`src/rtl/core/plal_pkg.sv`:
```
package plal_pkg;

  // polyline geometry
  localparam int MAX_POINTS = 64;
  localparam int IDX_W      = $clog2(MAX_POINTS);
  localparam int CNT_W      = $clog2(MAX_POINTS + 1);
  localparam int COORD_W    = 32;
  localparam int LEN_W      = 32;
  localparam int TOL_W      = 16;

  // operation codes on the input channel
  localparam logic [1:0] OP_CLEAR  = 2'd0;
  localparam logic [1:0] OP_APPEND = 2'd1;
  localparam logic [1:0] OP_QUERY  = 2'd2;

  // status codes on the output channel
  localparam logic [1:0] ST_OK      = 2'd0;
  localparam logic [1:0] ST_CLAMPED = 2'd1;
  localparam logic [1:0] ST_FEW     = 2'd2;

  // serial arithmetic unit commands
  localparam logic [1:0] AR_MUL_CLR = 2'd0;
  localparam logic [1:0] AR_MUL_ACC = 2'd1;
  localparam logic [1:0] AR_SQRT    = 2'd2;
  localparam logic [1:0] AR_DIV     = 2'd3;

  localparam int MAG_W = COORD_W + 1;
  localparam int ACC_W = 2 * MAG_W;
  localparam int QUO_W = COORD_W + 2;

  typedef struct packed {
    logic               start;
    logic [1:0]         op;
    logic [MAG_W-1:0]   a;
    logic [MAG_W-1:0]   b;
    logic [LEN_W-1:0]   divisor;
  } arith_cmd_t;

  typedef struct packed {
    logic               done;
    logic [ACC_W-1:0]   acc;
    logic [LEN_W-1:0]   root;
    logic [QUO_W-1:0]   quo;
    logic               quo_ovf;
  } arith_rsp_t;

endpackage

```
`src/rtl/core/plal_arith.sv`:
```
// Bit-serial multiply-accumulate, square root and divide on one accumulator.
module plal_arith (
  input  logic                  clk,
  input  logic                  rst,
  input  plal_pkg::arith_cmd_t  cmd,
  output plal_pkg::arith_rsp_t  rsp
);
  import plal_pkg::*;

  localparam logic [6:0] MUL_STEPS  = 7'(MAG_W);
  localparam logic [6:0] SQRT_STEPS = 7'(LEN_W);
  localparam logic [6:0] DIV_STEPS  = 7'(ACC_W - 1);

  logic             busy;
  logic             done;
  logic [1:0]       op_r;
  logic [6:0]       cnt;
  logic [ACC_W-1:0] acc;
  logic [ACC_W-1:0] mc;
  logic [MAG_W-1:0] mp;
  logic [34:0]      part;
  logic [LEN_W-1:0] root;
  logic [LEN_W-1:0] dvs;
  logic [QUO_W-1:0] quo;
  logic             ovf;

  logic [34:0]      sq_sh;
  logic [34:0]      sq_trial;
  logic             sq_ge;
  logic [32:0]      dv_sh;
  logic             dv_ge;

  // one digit of the root / quotient per cycle
  always_comb begin
    sq_sh    = {part[32:0], acc[63:62]};
    sq_trial = {1'b0, root, 2'b01};
    sq_ge    = (sq_sh >= sq_trial);
    dv_sh    = {part[31:0], acc[ACC_W-2]};
    dv_ge    = (dv_sh >= {1'b0, dvs});
  end

  always_ff @(posedge clk) begin
    if (rst) begin
      busy <= 1'b0;
      done <= 1'b0;
    end else begin
      done <= !cmd.start && busy && (cnt == 7'd1);
      if (cmd.start) begin
        busy <= 1'b1;
        op_r <= cmd.op;
        unique case (cmd.op)
          AR_MUL_CLR, AR_MUL_ACC: begin
            if (cmd.op == AR_MUL_CLR) acc <= '0;
            mc  <= {{MAG_W{1'b0}}, cmd.a};
            mp  <= cmd.b;
            cnt <= MUL_STEPS;
          end
          AR_SQRT: begin
            part <= '0;
            root <= '0;
            cnt  <= SQRT_STEPS;
          end
          default: begin
            part <= '0;
            quo  <= '0;
            ovf  <= 1'b0;
            dvs  <= cmd.divisor;
            cnt  <= DIV_STEPS;
          end
        endcase
      end else if (busy) begin
        unique case (op_r)
          AR_MUL_CLR, AR_MUL_ACC: begin
            if (mp[0]) acc <= acc + mc;
            mc <= {mc[ACC_W-2:0], 1'b0};
            mp <= {1'b0, mp[MAG_W-1:1]};
          end
          AR_SQRT: begin
            if (sq_ge) begin
              part <= sq_sh - sq_trial;
              root <= {root[LEN_W-2:0], 1'b1};
            end else begin
              part <= sq_sh;
              root <= {root[LEN_W-2:0], 1'b0};
            end
            acc <= {acc[ACC_W-3:0], 2'b00};
          end
          default: begin
            if (dv_ge) part <= {2'b00, dv_sh - {1'b0, dvs}};
            else       part <= {2'b00, dv_sh};
            quo <= {quo[QUO_W-2:0], dv_ge};
            ovf <= ovf | quo[QUO_W-1];
            acc <= {acc[ACC_W-2:0], 1'b0};
          end
        endcase
        cnt <= cnt - 7'd1;
        if (cnt == 7'd1) busy <= 1'b0;
      end
    end
  end

  assign rsp.done    = done;
  assign rsp.acc     = acc;
  assign rsp.root    = root;
  assign rsp.quo     = quo;
  assign rsp.quo_ovf = ovf;

endmodule

```
`config.mk`:
```
export PLATFORM = sky130hd
export DESIGN_NAME = plal_arith
export DESIGN_NICKNAME = d
export VERILOG_FILES = /design/src/rtl/core/plal_pkg.sv /design/src/rtl/core/plal_arith.sv
export SDC_FILE = /design/constraint.sdc
export NUM_CORES = 1
export LEC_CHECK = 0
export BUFFER_PORTS_ARGS = -buffer_cell sky130_fd_sc_hd__buf_2
export CAP_MARGIN = 20
export CORE_ASPECT_RATIO = 2
export CORE_UTILIZATION = 37
export DETAILED_ROUTE_END_ITERATION = 16
export GPL_TIMING_DRIVEN = 0
export SYNTH_ARGS = -nofsm -noshare
export SYNTH_HDL_FRONTEND = slang
export SYNTH_SLANG_ARGS = --single-unit
export TNS_END_PERCENT = 10
```
`constraint.sdc`:
```
create_clock -name clk -period 11.4 [get_ports clk]
set_input_delay 0 -clock clk [delete_from_list [all_inputs] [get_ports clk]]
set_output_delay 0 -clock clk [all_outputs]
set_load 0.03 [all_outputs]
```
==> results of run 1 <==
[placed cells by master, fill, tap and decap left out, types with 9 or more instances in the layout]
master and n:
sky130_fd_sc_hd__nor2b_1 80, sky130_fd_sc_hd__inv_1 100, sky130_fd_sc_hd__o21bai_1 19, sky130_fd_sc_hd__nor3_1 22, sky130_fd_sc_hd__xor2_1 40, sky130_fd_sc_hd__nand3_1 29
sky130_fd_sc_hd__a21oi_1 147, sky130_fd_sc_hd__o21ai_1 19, sky130_fd_sc_hd__nand4_1 30, sky130_fd_sc_hd__o22ai_1 36, sky130_fd_sc_hd__a31oi_1 17, sky130_fd_sc_hd__and3_1 10
sky130_fd_sc_hd__nand2b_1 9, sky130_fd_sc_hd__a21o_1 73, sky130_fd_sc_hd__buf_1 9, sky130_fd_sc_hd__buf_2 249, sky130_fd_sc_hd__edfxtp_1 306, sky130_fd_sc_hd__mux2i_1 104
sky130_fd_sc_hd__a211oi_1 58, sky130_fd_sc_hd__o31ai_1 10, sky130_fd_sc_hd__o21a_1 18, sky130_fd_sc_hd__clkbuf_16 34, sky130_fd_sc_hd__nand2_1 108, sky130_fd_sc_hd__o21ai_0 62
sky130_fd_sc_hd__and4_1 9, sky130_fd_sc_hd__xnor2_1 78, sky130_fd_sc_hd__dlygate4sd3_1 101, sky130_fd_sc_hd__nor2_1 171, sky130_fd_sc_hd__mux2_2 68, sky130_fd_sc_hd__o211ai_1 13
sky130_fd_sc_hd__or3_1 10, sky130_fd_sc_hd__clkbuf_1 61, sky130_fd_sc_hd__ha_1 133
[power by group]
group	leakage (nW)	total [W]	switching, W	internal [W]
logic	6.83	0.000737	0.000446	0.000291
clock network	0.546	0.00117	0.000504	0.000665
registers	2.88	0.00136	0.0000415	0.00132
[worst register-to-register path, stage by stage (launching register included)]
cell                       delay (ns)
sky130_fd_sc_hd__edfxtp_1        0.48
sky130_fd_sc_hd__ha_1            0.41
sky130_fd_sc_hd__o21ai_1         0.09
sky130_fd_sc_hd__a22oi_1         0.46
sky130_fd_sc_hd__a221oi_2        0.23
sky130_fd_sc_hd__a211oi_1        0.68
sky130_fd_sc_hd__o2111a_1        0.36
sky130_fd_sc_hd__o21ai_2         0.13
sky130_fd_sc_hd__o31ai_4         0.31
sky130_fd_sc_hd__clkbuf_1        0.60
sky130_fd_sc_hd__nand2_1         0.12
sky130_fd_sc_hd__o211ai_1        0.14
sky130_fd_sc_hd__o21ai_1         0.11
[layout make-up]
| type | instances | area [um2] |
|---|---|---|
| buffer | 88 | 370 |
| clock buffer | 36 | 858 |
| clock inverter | 25 | 275 |
| fill | 5377 | 30100 |
| inverter | 101 | 379 |
| multi-input combinational | 1485 | 10800 |
| sequential | 308 | 9230 |
| tap | 744 | 931 |
| timing repair buffer | 344 | 2350 |
[repair_timing]
| action | in CTS | in global routing |
|---|---|---|
| buffers inserted | 0 | 0 |
| gates resized for setup | 0 | 0 |
| hold buffers | 101 | 0 |
| setup endpoints to repair | 0 | 0 |
| endpoints found under the hold margin | 110 | 0 |
[per-stage QoR]
stage	total power, W	area (um2)	utilization	worst slack [ns]	hold slack [ns]
after global routing	0.00339	25200	0.455	6.86	0.157
after floorplan	0.00187	20700	-	7.44	0.0758
final	0.00326	25200	0.455	7.00	0.161
after CTS	0.00329	25200	0.455	6.98	0.126
after global placement	0.00208	22800	0.413	4.66	0.178
after detailed placement	0.00208	23000	0.416	6.99	0.178
[registers in the layout (all words and copies together) (netlist names), 7 cells and up]
signal,flops
acc,66
mc,66
quo,34
mp,33
part,33
dvs,32
root,32
cnt,7
[Yosys cell counts (all sizes together), types with 12 or more instances]
| library cell | instances | share of area |
|---|---|---|
| o21ai | 84 | 0.021 |
| a31oi | 19 | 0.0072 |
| xor2 | 40 | 0.017 |
| mux2i | 104 | 0.050 |
| nand3 | 29 | 0.0070 |
| a211oi | 59 | 0.022 |
| inv | 101 | 0.018 |
| a21oi | 151 | 0.037 |
| nand2 | 108 | 0.020 |
| o21bai | 19 | 0.0069 |
| nand4 | 30 | 0.0091 |
| nor2b | 80 | 0.024 |
| ha | 133 | 0.080 |
| nor2 | 173 | 0.031 |
| mux2 | 68 | 0.037 |
| nor3 | 24 | 0.0063 |
| o22ai | 36 | 0.011 |
| o21a | 19 | 0.0069 |
| o31ai | 12 | 0.0053 |
| buf | 29 | 0.0072 |
| o211ai | 13 | 0.0047 |
| a21o | 73 | 0.026 |
| edfxtp | 306 | 0.44 |
| clkbuf | 59 | 0.011 |
| xnor2 | 78 | 0.033 |
[layer usage]
layer  vias up  part of all wire  track usage
met4         4             0.069        0.159
met1      8353              0.33        0.220
li1       8183                 -            -
met5         -           0.00037            0
met2       467              0.56        0.487
met3       189             0.038       0.0336
[final timing paths]
path	end	slack, ns	startpoint
max	part[11]	7.00	part[2]
min	dvs[7]	0.16	cmd[7]
max reg2reg	part[11]	7.00	part[2]
min reg2reg	done	0.51	busy
[logic make-up after synthesis]
family          Yosys count  share of synthesized area
buf+inv                 189                     0.0362
compound gates          546                      0.178
simple gates            514                      0.121
fa+ha+maj               135                     0.0823
xor+xnor                118                     0.0499
mux                     172                     0.0873
flops                   308                      0.446
==> impl_metrics.tcl, run 1 <==
set metrics [dict create \
    run_status "completed" \
    instances_no_fill 3131 \
    pin_count_of_the_biggest_net_entering_global_routing 55 \
    slowest_delay_ns 0.68 \
    detail_route.iter0.violations 877 \
    rsz_0062_raised_after_global_routing "no" \
    critical_path_depth 12 \
    syn-num-nets 2220 \
    netlist_area_um2 20700 \
    element_type_at_the_critical_path_end "register" \
    synth_seq_cells 308 \
    synth_warnings 0 \
    die_y_um 337 \
    grt-ovfl-total 0 \
    drt-vias-per-instance 5.49 \
    ratio_of_cells_with_drive_above_1_in_the_final_layout 0.176 \
    i_o_pin_cnt 237 \
    tritoncts "done" \
    cts_num_sinks 308 \
    clockRootBuffer "sky130_fd_sc_hd__clkbuf_16" \
    initial_utilization 0.375 \
    syn_to_final_growth_pct 21.5 \
    max_slew_headroom_at_the_worst_pin 0.244 \
    hold_viol 0 \
    synthCells 1982 \
    crit_top_cell "sky130_fd_sc_hd__o21ai_1" \
    cap_violations 0 \
    drt_pass1_iterations 6 \
    worst_skew_pair.late_latency_ns 0.56 \
    finalSetupViolCount 0 \
    cts.reportedPaths.clkPinSlew_ns 0.07 \
    startpoint_class_of_the_critical_path "register" \
    core_region_area_um2 55300 \
    worstPathBufferInverterCount 1 \
    setup_total_negative_slack_ns 0 \
    place.gp.congestion 0.953 \
    diodes 0 \
    max_freq_ghz 0.227 \
    numPlacedInstances 2969 \
    worst_r2r_path_depth 12 \
    postRouteAntennaNets 0 \
    worstPathCellList "ha_1, o21ai_1, a22oi_1, a221oi_2, a211oi_1, o2111a_1, o21ai_2, o31ai_4, clkbuf_1, nand2_1, o211ai_1, o21ai_1" \
    port_buffers 235 \
    holdPathStages 2 \
    static-leakage-power_nw 10.3 \
    h-tree-depth 2 \
    antenna_found_initial 2 \
    ys_seq_area_frac 0.446 \
    number_of_enable_type_register_cells_in_the_synthesized_netlist 306 \
    critPathTopFamily "compound AO/OA/AOI/OAI gates" \
    hpwlAfterDp_um 54800 \
    report.final.slew_viol_count 0 \
    placementRows 122 \
    avgSynthCellArea_um2 10.4 \
    synthDistinctLibCells 85 \
    pwr_density_cell_nw_per_um2 130 \
    die_width_um 169 \
    finalWirelength_um 69600 \
    worst-slew-pin-transition_ns 1.13 \
    final_critical_period_ns 4.40 \
    max-vdd-ir-drop_uv 127 \
    cts_max_path_buffers 3 \
    synth_async_sr_flop_share 0 \
    route.detailed.drc 0 \
    dominantRegCellSynth "sky130_fd_sc_hd__edfxtp_1" \
    required_ns 11.66 \
    critPathSlowestCell "sky130_fd_sc_hd__a211oi_1" \
    min-delay-path-class "in2reg" \
    critical_path.max_fanout 10 \
    timing.clock.skew_ns 0.0257 \
    grt_pass1_wl_um 104000 \
    full_die_area_um2 57000 \
    wl_per_cell_um 22.2 \
    crit_type "reg2reg" \
    num_vias 17200 \
    cts_buffers 34 \
    design.final.nets 2600 \
    worst_ep_arrival_time_ns 4.66 \
    globalRouteTotalUtil 0.243 \
    first_global_vias 18200 \
    post-route-period-util 0.386 \
]
Note: power is estimated with default switching activity, not from simulation.
==> inputs of run 2 (changes only) <==
==> constraint.sdc (replaced) <==
create_clock -name clk -period 4.33 [get_ports clk]
set_input_delay 0 -clock clk [delete_from_list [all_inputs] [get_ports clk]]
set_output_delay 0 -clock clk [all_outputs]
set_load 0.03 [all_outputs]
==> run 2 against run 1 <==
Highest routed layer unchanged. Final cell count stayed put. Non-clock buffer count stayed put. Sequential power grew to 2.6 times the previous value. First-iteration DRC count is 0.11% lower. Fmax is 5.4% higher. Flip-flop and latch count stayed put. Sequential share of layout area hardly changed.
==> impl_metrics.tcl, run 2 (synthesis gave the netlist of run 1 again) <==
set metrics [dict create \
    cts.reportedPaths.clkPinSlew_ns 0.06 \
    dpl_cell_area_um2 23000 \
    report.final.slew_viol_count 0 \
    mostFrequentLayoutCell "sky130_fd_sc_hd__edfxtp_1" \
    postRouteAntennaNets 0 \
    finish.utilization 0.455 \
    final_critical_period_ns 4.17 \
    grt_pass1_wl_um 104000 \
    worst_skew_pair.late_latency_ns 0.56 \
    i_o_pin_cnt 237 \
    crit_type "reg2reg" \
    hpwlAfterDp_um 54800 \
    syn_to_final_growth_pct 21.6 \
    initial_utilization 0.375 \
    layout_setup_ws_ns 0.158 \
    diodes 0 \
    post-route-period-util 0.964 \
    rsz_0062_raised_after_global_routing "no" \
    multi_input_comb_area_um2 10800 \
    cts_num_sinks 308 \
    startpoint_class_of_the_critical_path "register" \
    required_ns 4.58 \
    wl_per_cell_um 22.3 \
    drt_pass1_iterations 5 \
    min-delay-path-class "in2reg" \
    design.final.nets 2600 \
    port_buffers 235 \
    preCtsSetupSlack_ns -0.0769 \
    cts_buffers 34 \
    max_slew_headroom_at_the_worst_pin 0.244 \
    finalWirelength_um 69700 \
    fin_worst_hold_slack_ns 0.161 \
    globalRouteTotalUtil 0.243 \
    core_region_area_um2 55300 \
    post_cts.repair.setup_buffers 0 \
    pwr_density_cell_nw_per_um2 342 \
    hold_viol 0 \
    regArea_um2 9230 \
    finalSetupViolCount 0 \
    die_y_um 337 \
    run_status "completed" \
    place.gp.congestion 0.953 \
    static-leakage-power_nw 10.3 \
    timing.clock.skew_ns 0.0262 \
    die_width_um 169 \
    num_vias 17200 \
    reg_top3 "acc x66, mc x66, quo x34" \
    h-tree-depth 2 \
    route.detailed.drc 0 \
    detail_route.iter0.violations 876 \
    pin_count_of_the_biggest_net_entering_global_routing 55 \
    critical_path.max_fanout 4 \
    worst_ep_arrival_time_ns 4.42 \
    max-vdd-ir-drop_uv 333 \
    placementRows 122 \
    antenna_found_initial 2 \
    first_global_vias 18200 \
    most_frequent_cells_in_the_layout "306 x sky130_fd_sc_hd__edfxtp_1, 249 x sky130_fd_sc_hd__buf_2, 171 x sky130_fd_sc_hd__nor2_1, 147 x sky130_fd_sc_hd__a21oi_1, 133 x sky130_fd_sc_hd__ha_1" \
    max_freq_ghz 0.240 \
    cts_max_path_buffers 3 \
    element_type_at_the_critical_path_end "register" \
    ratio_of_cells_with_drive_above_1_in_the_final_layout 0.177 \
    grt-ovfl-total 0 \
    cap_violations 0 \
    post_layout_inst_area_um2 25200 \
    drt-vias-per-instance 5.48 \
    nFillCells 5377 \
    tritoncts "done" \
    worst-slew-pin-transition_ns 1.13 \
    clockRootBuffer "sky130_fd_sc_hd__clkbuf_16" \
    setup_total_negative_slack_ns 0 \
    full_die_area_um2 57000 \
]
-- run 2: changes by cell type in the layout (fill, tap and decap cells not counted) --
cell	before	now
sky130_fd_sc_hd__a211oi_2	1	2
sky130_fd_sc_hd__clkbuf_2	0	1
sky130_fd_sc_hd__a211oi_1	58	57
sky130_fd_sc_hd__clkbuf_1	61	60
-- run 2: timing repair --
action / CTS / global route
gates resized for setup: 1 / 1
pin swaps: 0 / 0
setup endpoints to repair: 5 / 7
hold endpoints to repair: 110 / 0
hold buffers: 101 / 0
-- run 2: layout make-up --
class / instances / share of cell area
tap: 744 / 0.0370
multi-input combinational: 1485 / 0.428
clock buffer: 36 / 0.0341
timing repair buffer: 344 / 0.0933
clock inverter: 25 / 0.0109
inverter: 101 / 0.0151
sequential: 308 / 0.367
buffer: 88 / 0.0148
-- run 2: where the power goes --
| part | internal, W | switching, W | leakage [nW] |
|---|---|---|---|
| clock network | 0.00175 | 0.00133 | 0.546 |
| logic | 0.000765 | 0.00118 | 6.84 |
| registers | 0.00347 | 0.000110 | 2.88 |
| total | 0.00598 | 0.00261 | 10.3 |
-- run 2: metal layers --
metal | GRT usage | part of all wire | vias up
met4 | 0.159 | 0.070 | 4
met1 | 0.220 | 0.33 | 8303
met3 | 0.0336 | 0.038 | 194
met2 | 0.487 | 0.56 | 476
li1 | - | - | 8180
met5 | 0 | 0.00037 | -
-- run 2: worst paths after layout --
check	cells after the start	end	slack, ns	start
worst min register to register	1	done	0.51	busy
worst max register to register	11	acc[51]	0.16	acc[3]
worst max-delay path	11	acc[51]	0.16	acc[3]
worst min-delay path	2	dvs[7]	0.16	cmd[7]
-- run 2: worst max-delay path, cell delays in order, from the launching register on --
cell	delay [ns]
sky130_fd_sc_hd__edfxtp_1	0.46
sky130_fd_sc_hd__ha_1	0.39
sky130_fd_sc_hd__a21oi_1	0.28
sky130_fd_sc_hd__o21bai_1	0.14
sky130_fd_sc_hd__o211a_1	0.27
sky130_fd_sc_hd__o2111ai_1	0.57
sky130_fd_sc_hd__a31oi_1	0.24
sky130_fd_sc_hd__nor3_1	0.56
sky130_fd_sc_hd__o21ai_1	0.30
sky130_fd_sc_hd__a311oi_1	0.38
sky130_fd_sc_hd__xor2_1	0.19
sky130_fd_sc_hd__o22ai_1	0.10
-- run 2: metrics by stage --
stage          power, W  std cells
2_1_floorplan   0.00492       1982
4_1_cts         0.00867       3131
3_3_place_gp    0.00546       2961
3_5_place_dp    0.00549       2969
6_report        0.00859       3131
5_1_grt         0.00892       3131
==> inputs of run 3 (changes only) <==
--- a/config.mk
+++ b/config.mk
@@ -5,9 +5,11 @@
 export SDC_FILE = /design/constraint.sdc
 export NUM_CORES = 1
 export LEC_CHECK = 0
+export ABC_AREA = 1
 export BUFFER_PORTS_ARGS = -buffer_cell sky130_fd_sc_hd__buf_2
 export CAP_MARGIN = 20
 export CORE_ASPECT_RATIO = 2
+export CORE_MARGIN = 2
 export CORE_UTILIZATION = 37
 export DETAILED_ROUTE_END_ITERATION = 16
 export GPL_TIMING_DRIVEN = 0
==> run 3 against run 2 <==
Setup slack improved by 1.0 ns. Worst hold slack got worse by 0.11 ns. Register-to-register slack improved by 1.0 ns. Largest cell class unchanged. Highest routed layer is now met4.
==> impl_metrics.tcl, run 3 <==
set metrics [dict create \
    design.final.nets 3767 \
    report.final.slew_viol_count 0 \
    die_width_um 180 \
    max_freq_ghz 0.317 \
    crit_type "reg2reg" \
    mostFrequentLayoutCell "sky130_fd_sc_hd__nand2_1" \
    tritoncts "done" \
    detail_route.iter0.violations 1864 \
    dpl_cell_area_um2 25300 \
    hold_viol 0 \
    cts_buffers 34 \
    max_slew_headroom_at_the_worst_pin 0.246 \
    synthCells 3147 \
    timing.clock.skew_ns 0.0145 \
    clockRootBuffer "sky130_fd_sc_hd__clkbuf_16" \
    wl_per_cell_um 19.0 \
    full_die_area_um2 64000 \
    place.gp.congestion 0.997 \
    critical_path.max_fanout 5 \
    switching_share 0.320 \
    cts_num_sinks 308 \
    drt-vias-per-instance 5.09 \
    diodes 0 \
    post_cts_resized 0 \
    i_o_pin_cnt 237 \
    postRouteAntennaNets 0 \
    grt-ovfl-total 0 \
    post_layout_inst_area_um2 27500 \
    worst_ep_arrival_time_ns 3.47 \
    h-tree-depth 2 \
    post_layout_total_power_w 0.00883 \
    p_seq_frac 0.405 \
    yosys-top-cells-area "sky130_fd_sc_hd__edfxtp_1 40%, sky130_fd_sc_hd__nand2_1 15%, sky130_fd_sc_hd__inv_1 7.4%" \
    regArea_um2 9230 \
    rsz_0062_raised_after_global_routing "no" \
    combPwrFrac 0.244 \
    antenna_found_initial 1 \
    core_region_area_um2 61500 \
    startpoint_class_of_the_critical_path "register" \
    grt_pass1_wl_um 125000 \
    port_buffers 236 \
    cap_violations 0 \
    most_frequent_cells_in_the_layout "934 x sky130_fd_sc_hd__nand2_1, 450 x sky130_fd_sc_hd__inv_1, 380 x sky130_fd_sc_hd__nor2_1, 306 x sky130_fd_sc_hd__edfxtp_1, 240 x sky130_fd_sc_hd__buf_2" \
    synth_largest_type_area_fraction 0.401 \
    synth_top_family_by_area "simple AND/OR/NAND/NOR gates" \
    synth_compound_gate_area_share 0.118 \
    synth.largest_area_cell "sky130_fd_sc_hd__edfxtp_1" \
    initial_utilization 0.372 \
    dominantRegCellSynth "sky130_fd_sc_hd__edfxtp_1" \
    die_y_um 356 \
    globalRouteTotalUtil 0.254 \
    avgSynthCellArea_um2 7.27 \
    syn_to_final_growth_pct 19.9 \
    post-route-period-util 0.729 \
    num_vias 22100 \
    reg_top3 "acc x66, mc x66, quo x34" \
    synth_simple_gate_area_share 0.297 \
    xor_xnor_share_of_the_synthesized_area 0.0157 \
    layout_setup_ws_ns 1.17 \
    required_ns 4.64 \
    yosys.cell_count.top_type "sky130_fd_sc_hd__nand2_1" \
    pin_count_of_the_biggest_net_entering_global_routing 36 \
    switchingPower_w 0.00282 \
    cts_max_path_buffers 3 \
    nFillCells 6425 \
    synthDistinctLibCells 50 \
    pwr_density_cell_nw_per_um2 322 \
    element_type_at_the_critical_path_end "register" \
    drt_pass1_iterations 5 \
    multi_input_comb_area_um2 11600 \
    placementRows 129 \
    most_numerous_cell_types_in_the_synthesized_netlist "934 x sky130_fd_sc_hd__nand2_1, 450 x sky130_fd_sc_hd__inv_1, 384 x sky130_fd_sc_hd__nor2_1, 306 x sky130_fd_sc_hd__edfxtp_1, 215 x sky130_fd_sc_hd__nand3_1" \
    max-vdd-ir-drop_uv 304 \
    run_status "completed" \
    worst_skew_pair.late_latency_ns 0.55 \
    ys_seq_area_frac 0.403 \
    first_global_vias 21600 \
    cell_internal_pwr_w 0.00601 \
    static-leakage-power_nw 12.5 \
    clock_power_share 0.351 \
    final_critical_period_ns 3.16 \
    min-delay-path-class "in2reg" \
    route.detailed.drc 0 \
    synth.area.mux_share 0 \
    finalWirelength_um 82600 \
    number_of_enable_type_register_cells_in_the_synthesized_netlist 306 \
    finalSetupViolCount 0 \
    synth_warnings 0 \
    worst-slew-pin-transition_ns 1.13 \
    preCtsSetupSlack_ns 1.14 \
    ratio_of_cells_with_drive_above_1_in_the_final_layout 0.104 \
    syn-num-nets 3385 \
    yosys.area_share.adder 0.0744 \
    cts.reportedPaths.clkPinSlew_ns 0.06 \
    synth_seq_cells 308 \
    netlist_area_um2 22900 \
    synth_async_sr_flop_share 0 \
    hpwlAfterDp_um 66900 \
]
-- run 3: area by class of cell --
cell class | count | area share
Tap cell | 786 | 0.0358
Buffer | 73 | 0.0134
Multi-Input combinational cell | 2308 | 0.424
Timing Repair Buffer | 346 | 0.0866
Sequential cell | 308 | 0.336
Clock inverter | 19 | 0.00930
Clock buffer | 39 | 0.0325
Inverter | 458 | 0.0626
-- run 3: final timing paths --
path,endpoint,cells after the start,from,slack [ns]
worst max-delay path,acc[32],13,acc[0],1.17
worst min-delay path,cnt[5],4,cmd[100],0.05
worst max register to register,acc[32],13,acc[0],1.17
worst min register to register,done,2,busy,0.45
-- run 3: critical path, stage by stage, from the launching register on --
cell	delay, ns
sky130_fd_sc_hd__edfxtp_1	0.42
sky130_fd_sc_hd__ha_1	0.29
sky130_fd_sc_hd__fa_1	0.47
sky130_fd_sc_hd__nand3_1	0.14
sky130_fd_sc_hd__nand2_1	0.17
sky130_fd_sc_hd__nand2_1	0.10
sky130_fd_sc_hd__nand3_1	0.18
sky130_fd_sc_hd__nand3_1	0.13
sky130_fd_sc_hd__nand3_1	0.28
sky130_fd_sc_hd__nand2_1	0.17
sky130_fd_sc_hd__nand2_1	0.12
sky130_fd_sc_hd__or2_2	0.29
sky130_fd_sc_hd__nand3_1	0.08
sky130_fd_sc_hd__nand2_1	0.06
-- run 3: metal layers --
layer,share of wire,GRT usage,wire length [um]
met5,0,0,0
met4,0.040,0.0980,3270
met3,0.063,0.0404,5230
met2,0.44,0.404,36300
met1,0.46,0.346,37900
-- run 3: power by group through the flow --
| stage | logic [W] | registers, W | clock network [W] |
|---|---|---|---|
| after global routing | 0.00238 | 0.00359 | 0.00325 |
| after global placement | 0.00201 | 0.00366 | 0 |
| after CTS | 0.00213 | 0.00358 | 0.00318 |
| final | 0.00215 | 0.00358 | 0.00310 |
| after detailed placement | 0.00205 | 0.00364 | 0 |
| after floorplan | 0.00128 | 0.00371 | 0 |
-- run 3: what timing repair did --
item / in CTS / in global routing
hold buffers: 101 / 0
setup buffers: 0 / 0
endpoints found under the setup margin: 0 / 0
hold endpoints to repair: 112 / 0
-- run 3: kinds of logic (layout without fill, tap and decap cells) --
group,Yosys count,after routing
adders and majority gates,135,135
and+or+nand+nor,1649,1649
xor gates and xnor gates,41,41
AOI/OAI and AO/OA,483,483
DFF,308,308
buffers and inverters,531,935
-- run 3: per-stage QoR --
step                      cells  hold WS [ns]  setup TNS [ns]   util
after floorplan            3147        0.0761         -140.50      -
after global routing       4337        0.0909               0  0.446
after global placement     4169         0.178         -539.14  0.408
final                      4337        0.0532               0  0.446
after detailed placement   4178         0.178               0  0.411
after CTS                  4337        0.0206               0  0.446
